`config.mk`:
```
export PLATFORM = sky130hd
export DESIGN_NAME = afc_out_buf
export DESIGN_NICKNAME = d
export VERILOG_FILES = /design/src/hw/rtl/afc_pkg.sv /design/src/hw/rtl/afc_out_buf.sv
export SDC_FILE = /design/constraint.sdc
export NUM_CORES = 1
export LEC_CHECK = 0
export BUFFER_PORTS_ARGS = -buffer_cell sky130_fd_sc_hd__buf_4
export CORE_MARGIN = 1
export CORE_UTILIZATION = 10
export DETAILED_ROUTE_END_ITERATION = 10
export GPL_TIMING_DRIVEN = 0
export PLACE_DENSITY = 0.74
export SLEW_MARGIN = 20
export SYNTH_ARGS = -nofsm -noshare
export SYNTH_HDL_FRONTEND = slang
export SYNTH_SLANG_ARGS = --single-unit
```
`constraint.sdc`:
```
create_clock -name clk_i -period 1.2 [get_ports clk_i]
set_input_delay 0.06 -clock clk_i [delete_from_list [all_inputs] [get_ports clk_i]]
set_output_delay 0.06 -clock clk_i [all_outputs]
set_load 0.005 [all_outputs]
```
`src/hw/rtl/afc_pkg.sv`:
```
// afc_pkg: shared types, widths and register codes for the box/frustum culling block.
// No dependencies; imported by afc_cell, afc_out_buf and aabb_frustum_cull.
package afc_pkg;

  localparam int unsigned NumPlanes = 6;
  localparam int unsigned CoordW    = 16;
  localparam int unsigned CoefW     = 16;
  localparam int unsigned PlaneW    = 4 * CoefW;
  localparam int unsigned ProdW     = CoefW + CoordW;
  localparam int unsigned DShift    = 14;
  localparam int unsigned SumW      = ProdW + 2;
  localparam int unsigned CfgIdxW   = 3;

  typedef logic signed [CoordW-1:0] coord_t;

  typedef struct packed {
    coord_t min_x;
    coord_t min_y;
    coord_t min_z;
    coord_t max_x;
    coord_t max_y;
    coord_t max_z;
  } box_t;

  // One slot of the cell chain: box plus running visibility
  typedef struct packed {
    logic valid;
    logic vis;
    box_t box;
  } stage_t;

  typedef enum logic [CfgIdxW-1:0] {
    REG_PLANE_LEFT   = 3'd0,
    REG_PLANE_RIGHT  = 3'd1,
    REG_PLANE_BOTTOM = 3'd2,
    REG_PLANE_TOP    = 3'd3,
    REG_PLANE_NEAR   = 3'd4,
    REG_PLANE_FAR    = 3'd5
  } cfg_idx_e;

endpackage

```
`src/hw/rtl/afc_out_buf.sv`:
```
// afc_out_buf: output register plus skid slot; produces the chain advance enable.
// Depends on afc_pkg.
module afc_out_buf import afc_pkg::*; (
  input  logic   clk_i,
  input  logic   rst_ni,
  input  stage_t last_i,
  output logic   en_o,
  output logic   out_valid_o,
  input  logic   out_ready_i,
  output logic   visible_o
);

  logic out_valid_q, out_valid_d;
  logic out_vis_q, out_vis_d;
  logic skid_valid_q, skid_valid_d;
  logic skid_vis_q, skid_vis_d;
  logic arrive, drain;

  // chain only moves while the skid slot is free
  assign en_o   = ~skid_valid_q;
  assign arrive = en_o & last_i.valid;
  assign drain  = out_valid_q & out_ready_i;

  always_comb begin
    out_valid_d  = out_valid_q;
    out_vis_d    = out_vis_q;
    skid_valid_d = skid_valid_q;
    skid_vis_d   = skid_vis_q;
    if (!out_valid_q || drain) begin
      if (skid_valid_q) begin
        out_valid_d  = 1'b1;
        out_vis_d    = skid_vis_q;
        skid_valid_d = 1'b0;
      end else begin
        out_valid_d = arrive;
        out_vis_d   = last_i.vis;
      end
    end else if (arrive) begin
      skid_valid_d = 1'b1;
      skid_vis_d   = last_i.vis;
    end
  end

  always_ff @(posedge clk_i or negedge rst_ni) begin
    if (!rst_ni) begin
      out_valid_q  <= 1'b0;
      skid_valid_q <= 1'b0;
    end else begin
      out_valid_q  <= out_valid_d;
      skid_valid_q <= skid_valid_d;
    end
  end

  always_ff @(posedge clk_i) begin
    out_vis_q  <= out_vis_d;
    skid_vis_q <= skid_vis_d;
  end

  assign out_valid_o = out_valid_q;
  assign visible_o   = out_vis_q;

  a_skid_implies_out: assert property (@(posedge clk_i) disable iff (!rst_ni)
    skid_valid_q |-> out_valid_q)
    else $error("skid slot holds a result while output register is empty");

  a_no_arrive_when_full: assert property (@(posedge clk_i) disable iff (!rst_ni)
    skid_valid_q |-> !arrive)
    else $error("result arrived while skid slot full");

  a_skid_fill_cause: assert property (@(posedge clk_i) disable iff (!rst_ni)
    $rose(skid_valid_q) |-> $past(out_valid_q && !out_ready_i && last_i.valid))
    else $error("skid slot filled without a stalled output");

endmodule

```
==> impl_metrics.env <==
export IMPL_whs_path_depth=1
export IMPL_pwr_share_comb=0.126
export IMPL_hold_path_startpoint="last_i[96]"
export IMPL_clk_insertion_delay_late_ps=230
export IMPL_synthXorXnorAreaFrac=0
export IMPL_viasPerCell=3.18
export IMPL_p_switching_mw=0.0726
export IMPL_die_area_um2=1830
export IMPL_synth_top_area_frac=0.361
export IMPL_cts_path_max_buffers=2
export IMPL_worst_slew_pin_slew_ps=164
export IMPL_finalMaxSlewViolations=0
export IMPL_netlist_area_um2=166
export IMPL_vias=121
export IMPL_crit_chain="mux2_4"
export IMPL_internal_power_mw=0.300
export IMPL_timing_final_crit_share=0.808
export IMPL_hold_viol=0
export IMPL_clock_power_share=0.434
export IMPL_row_count=14
export IMPL_critPathMaxStageDelay_ps=410
export IMPL_yosys_area_share_simple=0.226
export IMPL_crit_fanout=4
export IMPL_dr_pass1_iters=3
export IMPL_leakagePower_nw=0.122
export IMPL_yosys_area_top_type="edfxtp_1"
export IMPL_cts_made_buffers=3
export IMPL_grtUsageTotal=0.0518
export IMPL_cts_tree="yes"
export IMPL_setup_violations=0
export IMPL_ir_worst_vdd_uv=193
export IMPL_synth_top_family_by_area="simple AND/OR/NAND/NOR gates"
export IMPL_ys_types=8
export IMPL_fill_cells=171
export IMPL_critPathTopFamily="flip-flops"
export IMPL_ant_nets=0
export IMPL_fin_nets=125
export IMPL_numClockSinks=4
export IMPL_worst_path_buf_inv=0
export IMPL_start_kind="register"
export IMPL_drt_total_wl_um=302
export IMPL_cts_max_level=1
export IMPL_yosys_warnings=0
export IMPL_syn_to_final_growth_pct=63.2
export IMPL_cts_resized=0
export IMPL_synthCells=11
export IMPL_clock_skew_final_ps=2.95
export IMPL_die_y_um=42.8
export IMPL_cp_end_kind="register"
export IMPL_drive_above_1_share=0.591
export IMPL_async_flop_share=0.500
export IMPL_path_depth=1
export IMPL_die_w_um=42.8
export IMPL_r2r_start="skid_valid_q"
export IMPL_syn_nets=112
export IMPL_maxCapViolations=0
export IMPL_powerDensity_nw_per_um2=1370
export IMPL_synth_edf_count=2
export IMPL_arrival_ps=950
export IMPL_setup_worst_path_start="skid_valid_q"
export IMPL_setup_tns_ps=0
export IMPL_core_um2=1520
export IMPL_sw_frac_of_total=0.195
export IMPL_path_clk_slew_ps=40
export IMPL_drt_iter0_drc=1
export IMPL_synthFlopType="edfxtp_1"
export IMPL_min_period_ps=969
export IMPL_synthAdderAreaFrac=0
export IMPL_crit_required_ps=1180
export IMPL_avgSynthCellArea_um2=15.1
export IMPL_min_path_type="input port to register"
export IMPL_grt_first_pass_wirelength_um=510
export IMPL_wl_per_cell_um=7.95
export IMPL_grt_antenna_before_repair=0
export IMPL_cp_slowest_cell="dfrtp_1"
export IMPL_grt_setup_unrepaired="no"
export IMPL_grt_pass1_vias=138
export IMPL_synth_compound_area_frac=0
export IMPL_fmax_mhz=1030
export IMPL_seq_power_share=0.440
export IMPL_synth_seq_area_share=0.662
export IMPL_synth_mux_area_frac=0.0902
export IMPL_relSlewSlack=0.890
export IMPL_grt_max_degree=5
export IMPL_overflow=0
export IMPL_ys_seq_elements=4
export IMPL_status="finished clean"
export IMPL_r2r_cells=1
export IMPL_fin_util=0.178
export IMPL_io_buffers=7
export IMPL_synth_common_cells="2 x dfrtp_1, 2 x edfxtp_1, 2 x nor2_1"
export IMPL_path_class="register to register"
export IMPL_yosys_top_cells_area="edfxtp_1 36%, dfrtp_1 30%, mux2_4 9.0%"
export IMPL_n_antenna_cell=0
export IMPL_initial_core_util=0.109
export IMPL_gp_congestion=0.605
export IMPL_cts_root_buf="clkbuf_4"
export IMPL_drc=0
export IMPL_pin_count=104
==> flip-flops by register name, summed over array words and instances, names as in the netlist <==
signal        count
out_valid_o       1
skid_valid_q      1
skid_vis_q        1
visible_o         1
==> metrics by stage <==
stage	total power [mW]	std cells	hold WS [ps]	worst slack, ps	area [um^2]
2_1_floorplan	0.184	11	-236	250	166
3_3_place_gp	0.210	34	-157	226	239
3_5_place_dp	0.211	34	-155	229	239
4_1_cts	0.384	38	11.8	228	272
5_1_grt	0.396	38	11.1	196	272
6_report	0.372	38	24.0	231	272
==> cell usage in the layout (no fill, tap or decap) <==
cell / n
buf_4: 7
clkbuf_4: 3
dfrtp_1: 2
dlygate4sd3_1: 1
edfxtp_1: 2
inv_1: 1
mux2_4: 1
nand2_1: 1
nand2b_4: 1
nor2_1: 2
nor3b_2: 1
==> cells by family (layout without fill, tap and decap cells) <==
family,count (synthesis),after routing
simple gates,5,5
buf+inv,1,12
flops,4,4
mux,1,1
==> layout make-up <==
type,instances,area [um^2],area share
Timing Repair Buffer,8,62.6,0.230
Tap cell,16,20.0,0.0737
Multi-Input combinational cell,6,52.6,0.194
Clock buffer,3,22.5,0.0829
Inverter,1,3.75,0.0138
Sequential cell,4,110,0.406
==> final timing paths <==
| check | endpoint | slack, ps |
|---|---|---|
| max in group asynchronous | skid_valid_q | 960 |
| min in group asynchronous | out_valid_o | 150 |
| hold / removal | skid_vis_q | 20 |
| setup reg to reg | visible_o | 230 |
| setup / recovery | visible_o | 230 |
| hold reg to reg | visible_o | 540 |
==> what timing repair did <==
item / CTS / global route
hold endpoints to repair: 2 / 0
buffers inserted: 0 / 0
hold buffers: 1 / 0
endpoints found under the setup margin: 0 / 0
==> per-layer routing <==
| metal | global-route usage | wire length [um] | up-vias | share of wire |
|---|---|---|---|---|
| met5 | 0 | 0 | - | 0 |
| met4 | 0.131 | 27 | 0 | 0.089 |
| met2 | 0.0576 | 155 | 4 | 0.51 |
| li1 | - | - | 58 | - |
| met1 | 0.0313 | 104 | 57 | 0.34 |
| met3 | 0.0298 | 13 | 2 | 0.043 |
==> power by group through the flow <==
stage,Clock [mW],Combinational (mW),Sequential (mW)
detailed placement,0,0.0451,0.166
global placement,0,0.0444,0.166
CTS,0.172,0.0478,0.164
global route,0.178,0.0512,0.166
finish,0.162,0.0470,0.164
floorplan,0,0.0184,0.166
No activity file was read; power rests on OpenSTA's default activity.
