### config.mk
export PLATFORM = sky130hd
export DESIGN_NAME = afc_cell
export DESIGN_NICKNAME = d
export VERILOG_FILES = /design/src/hw/rtl/afc_pkg.sv /design/src/hw/rtl/afc_cell.sv
export SDC_FILE = /design/constraint.sdc
export NUM_CORES = 2
export LEC_CHECK = 0
export BUFFER_PORTS_ARGS = -buffer_cell sky130_fd_sc_hd__buf_2
export CELL_PAD_IN_SITES_DETAIL_PLACEMENT = 0
export CELL_PAD_IN_SITES_GLOBAL_PLACEMENT = 1
export CORE_UTILIZATION = 47
export CTS_BUF_LIST = sky130_fd_sc_hd__clkbuf_8
export DETAILED_ROUTE_END_ITERATION = 16
export HOLD_SLACK_MARGIN = 0.02
export PLACE_DENSITY_LB_ADDON = 0.12
export SETUP_SLACK_MARGIN = 0.05
export SYNTH_ARGS = -nofsm -noshare
export SYNTH_HDL_FRONTEND = slang
export SYNTH_SLANG_ARGS = --single-unit
export TNS_END_PERCENT = 100
### constraint.sdc
create_clock -name clk_i -period 6.7 [get_ports clk_i]
set_input_delay 1.005 -clock clk_i [delete_from_list [all_inputs] [get_ports clk_i]]
set_output_delay 1.005 -clock clk_i [all_outputs]
set_load 0.02 [all_outputs]
### src/hw/rtl/afc_pkg.sv
// afc_pkg: shared types, widths and register codes for the box/frustum culling block.
// No dependencies; imported by afc_cell, afc_out_buf and aabb_frustum_cull.
package afc_pkg;

  localparam int unsigned NumPlanes = 6;
  localparam int unsigned CoordW    = 16;
  localparam int unsigned CoefW     = 16;
  localparam int unsigned PlaneW    = 4 * CoefW;
  localparam int unsigned ProdW     = CoefW + CoordW;
  localparam int unsigned DShift    = 14;
  localparam int unsigned SumW      = ProdW + 2;
  localparam int unsigned CfgIdxW   = 3;

  typedef logic signed [CoordW-1:0] coord_t;

  typedef struct packed {
    coord_t min_x;
    coord_t min_y;
    coord_t min_z;
    coord_t max_x;
    coord_t max_y;
    coord_t max_z;
  } box_t;

  // One slot of the cell chain: box plus running visibility
  typedef struct packed {
    logic valid;
    logic vis;
    box_t box;
  } stage_t;

  typedef enum logic [CfgIdxW-1:0] {
    REG_PLANE_LEFT   = 3'd0,
    REG_PLANE_RIGHT  = 3'd1,
    REG_PLANE_BOTTOM = 3'd2,
    REG_PLANE_TOP    = 3'd3,
    REG_PLANE_NEAR   = 3'd4,
    REG_PLANE_FAR    = 3'd5
  } cfg_idx_e;

endpackage

### src/hw/rtl/afc_cell.sv
// afc_cell: one plane of the chain; holds the plane register and tests the passing box.
// Depends on afc_pkg.
module afc_cell import afc_pkg::*; (
  input  logic              clk_i,
  input  logic              rst_ni,
  input  logic              en_i,
  input  logic              wr_en_i,
  input  logic [PlaneW-1:0] wr_data_i,
  input  stage_t            in_i,
  output stage_t            out_o
);

  logic [PlaneW-1:0] plane_q;

  logic signed [CoefW-1:0] coef_a, coef_b, coef_c, coef_d;

  coord_t sel_x, sel_y, sel_z;

  logic signed [ProdW-1:0] pa_d, pb_d, pc_d;
  logic signed [ProdW-1:0] pa_q, pb_q, pc_q;
  stage_t                  mid_q;

  logic signed [SumW-1:0] d_ext;
  logic signed [SumW-1:0] sum;
  stage_t                 out_d, out_q;

  always_ff @(posedge clk_i or negedge rst_ni) begin
    if (!rst_ni) begin
      plane_q <= '0;
    end else if (wr_en_i) begin
      plane_q <= wr_data_i;
    end
  end

  assign coef_a = plane_q[CoefW-1:0];
  assign coef_b = plane_q[2*CoefW-1:CoefW];
  assign coef_c = plane_q[3*CoefW-1:2*CoefW];
  assign coef_d = plane_q[4*CoefW-1:3*CoefW];

  // positive vertex: max corner where the normal component is >= 0
  assign sel_x = coef_a[CoefW-1] ? in_i.box.min_x : in_i.box.max_x;
  assign sel_y = coef_b[CoefW-1] ? in_i.box.min_y : in_i.box.max_y;
  assign sel_z = coef_c[CoefW-1] ? in_i.box.min_z : in_i.box.max_z;

  assign pa_d = coef_a * sel_x;
  assign pb_d = coef_b * sel_y;
  assign pc_d = coef_c * sel_z;

  // stage 1: products
  always_ff @(posedge clk_i or negedge rst_ni) begin
    if (!rst_ni) begin
      mid_q <= '0;
      pa_q  <= '0;
      pb_q  <= '0;
      pc_q  <= '0;
    end else if (en_i) begin
      mid_q <= in_i;
      pa_q  <= pa_d;
      pb_q  <= pb_d;
      pc_q  <= pc_d;
    end
  end

  // stage 2: exact sum, sign test
  assign d_ext = {{(SumW-CoefW-DShift){coef_d[CoefW-1]}}, coef_d, {DShift{1'b0}}};
  assign sum   = SumW'(pa_q) + SumW'(pb_q) + SumW'(pc_q) + d_ext;

  always_comb begin
    out_d     = mid_q;
    out_d.vis = mid_q.vis & ~sum[SumW-1];
  end

  always_ff @(posedge clk_i or negedge rst_ni) begin
    if (!rst_ni) begin
      out_q <= '0;
    end else if (en_i) begin
      out_q <= out_d;
    end
  end

  assign out_o = out_q;

endmodule

==> impl_metrics.json <==
{
  "synth-main-ff-cell": "dfrtp_1",
  "skew_ns": 0.0481,
  "yosysWarnings": 0,
  "die_h_um": 311,
  "via_per_inst": 5.01,
  "tritoncts.num_buffers": 70,
  "drt_first_pass_iters": 5,
  "final_hold_viol_count": 0,
  "yosys.area.top_type": "fa_1",
  "yosysTopAreaCellShare": 0.373,
  "ys_ff_latch": 356,
  "synth-simple-area-share": 0.111,
  "wirelength_mm": 108,
  "cts_sinks": 356,
  "maxSlewViolCount": 0,
  "fin_crit_ns": 6.55,
  "path_clk_slew_ns": 0.08,
  "antenna_found_initial": 11,
  "synth-xor-area-share": 0.0182,
  "yosys.area_share.adder": 0.454,
  "clockRootBuffer": "clkbuf_8",
  "cp.arrival_ns": 7.14,
  "cts_max_level": 3,
  "via_count": 30800,
  "yosysMostFrequentCell": "inv_1",
  "synth_cell_type_count": 72,
  "end_kind": "register",
  "synth_common_cells": "inv_1, fa_1, nand2_1",
  "port_buffers": 263,
  "syn_to_final_growth_pct": 18.0,
  "max-slew-margin-rel": 0.382,
  "grt_first_pass_wirelength_mm": 179,
  "grt_overflow": 0,
  "fin_util": 0.564,
  "finalCritPeriodShare": 0.978,
  "io_pins": 264,
  "fmax_mhz": 153,
  "syn_nets": 5530,
  "die_w_um": 311,
  "fin_ws_ns": 0.150,
  "synth-compound-area-share": 0.0516,
  "setup_viol": 0,
  "worst_pin_slew_ns": 0.928,
  "rr_startpoint": "plane_q[31]$_DFFE_PN0P_",
  "antenna_left": 0,
  "first_iter_violations": 1164,
  "avgSynthCellArea_um2": 10.6,
  "final_nets": 6131,
  "startpoint": "plane_q[31]$_DFFE_PN0P_",
  "wire_per_inst_um": 17.6,
  "synth_top_family_by_area": "adder cells",
  "row_count": 112,
  "tns_ns": 0,
  "core_area_mm2": 0.0939,
  "synthMuxAreaShare": 0.0808,
  "cap_violations": 0,
  "reg2reg_slack_ns": 0.15,
  "grt_use_total": 0.234,
  "crit_path_start_kind": "register",
  "drive_above_1_share": 0.262,
  "synth_edf_count": 0,
  "dp_hpwl_mm": 89.8,
  "hold_path.class": "input pin to asynchronous set/reset pin",
  "grt_pass1_vias": 34100,
  "outcome": "finished clean",
  "initial_utilization": 0.478,
  "clkLatencyLatePin_ns": 0.73,
  "netlist_instances": 4239,
  "path_class": "register to register",
  "async_reset_ff_frac": 1.00,
  "cp_data_required_time_ns": 7.29,
  "cts_tree": "done",
  "synth-seq-area-share": 0.199,
  "ys_top_cells_by_area": "fa_1, dfrtp_1, ha_1, mux2_2, inv_1",
  "route.detailed.drc": 0,
  "path_max_fanout": 5,
  "rsz0062_at_grt": "yes",
  "syn_area_mm2": 0.0448,
  "cts-root-to-sink-buffers": 3,
  "grt_max_degree": 124,
  "die_area_mm2": 0.0967,
  "gp_congestion": 0.872,
  "dp_slack_ns": -0.459
}
==> final cells by class <==
type / count / area, um^2
clock inverter: 41 / 256
clock buffer: 82 / 1130
fill: 8470 / 40900
multi-input combinational: 2851 / 32800
inverter: 881 / 3310
antenna: 2 / 5.00
tap: 1254 / 1570
timing repair buffer: 680 / 4940
sequential: 356 / 8910
==> worst max-delay path, cell delays in order (launching register included) <==
cell	delay [ns]
dfrtp_2	0.51
buf_12	0.17
buf_12	0.13
nand2_8	0.08
inv_6	0.05
a21oi_4	0.17
buf_4	0.15
buf_4	0.10
nor2b_1	0.05
fa_1	0.54
inv_1	0.05
fa_1	0.47
fa_2	0.55
inv_1	0.06
fa_2	0.48
fa_1	0.51
inv_1	0.06
fa_1	0.48
inv_1	0.04
ha_1	0.20
a21oi_2	0.15
o21ai_2	0.08
a21oi_2	0.15
or4b_4	0.49
o21ai_4	0.18
o21ai_2	0.10
xor2_1	0.14
mux2_2	0.27
==> placed cells by master (no fill, tap or decap), types with 9 or more instances in the layout <==
cell type and n:
a211oi_1 11, a21o_1 32, a21o_2 12, a21o_4 13, a21oi_1 64, a21oi_2 18, and2_1 155, buf_12 30
buf_2 261, buf_4 374, buf_6 9, clkbuf_8 82, dfrtp_1 354, fa_1 819, fa_2 17, ha_1 278
ha_4 10, inv_1 888, inv_2 15, mux2_2 315, nand2_1 371, nand2b_1 28, nand3_1 14, nand4_1 13
nor2_1 77, nor2b_1 222, nor3_1 16, o21a_1 19, o21ai_0 36, o21bai_1 12, or2_2 14, or3_1 13
xnor2_1 76, xor2_1 16
==> flip-flops by register name (all words and copies together), names as in the netlist <==
| register | cells |
|---|---|
| plane_q | 64 |
| out_o | 98 |
| pc_q | 32 |
| pb_q | 32 |
| mid_q | 98 |
| pa_q | 32 |
==> timing repair <==
item	CTS	global route
gates resized for setup	10	126
gates cloned	0	5
hold buffers	0	0
endpoints found under the setup margin	13	35
pin swaps	4	37
buffers inserted	1	16
==> worst paths after layout <==
kind	to	depth (start not counted)
worst max-delay path	pb_q[29]$_DFFE_PN0P_	27
worst min-delay path	plane_q[26]$_DFFE_PN0P_	1
worst max register to register	pb_q[29]$_DFFE_PN0P_	27
worst min register to register	out_o[40]$_DFFE_PN0P_	1
max in group asynchronous	pa_q[1]$_DFFE_PN0P_	2
min in group clk_i	out_o[40]$_DFFE_PN0P_	1
==> per-layer routing <==
| metal | share of wire | vias up | global-route usage |
|---|---|---|---|
| li1 | - | 14200 | - |
| met1 | 0.43 | 15900 | 0.304 |
| met2 | 0.50 | 526 | 0.401 |
| met3 | 0.044 | 166 | 0.0391 |
| met4 | 0.025 | 18 | 0.0664 |
| met5 | 0.0011 | - | 0 |
==> per-stage QoR <==
step | instances | area, um^2 | hold slack (ns)
after global routing | 6146 | 52900 | 0.337
after detailed placement | 6000 | 50700 | 0.487
final | 6147 | 52900 | 0.305
after floorplan | 4239 | 45300 | 0.456
after CTS | 6124 | 52200 | 0.292
after global placement | 6000 | 50700 | 0.479
==> cells by family (layout without fill, tap and decap cells) <==
| logic type | after synthesis | after routing |
|---|---|---|
| multiplexers | 322 | 322 |
| flip-flops | 356 | 356 |
| AND/OR/NAND/NOR | 973 | 973 |
| AO/OA/AOI/OAI | 337 | 338 |
| other | 0 | 2 |
| adder cells (fa/ha/maj) | 1125 | 1125 |
| buffers and inverters | 1033 | 1684 |
| XOR/XNOR | 93 | 93 |
Power is left out: the tool's default activity adds up to more than one toggle a clock period on the data nets, which glitch-free logic cannot reach.
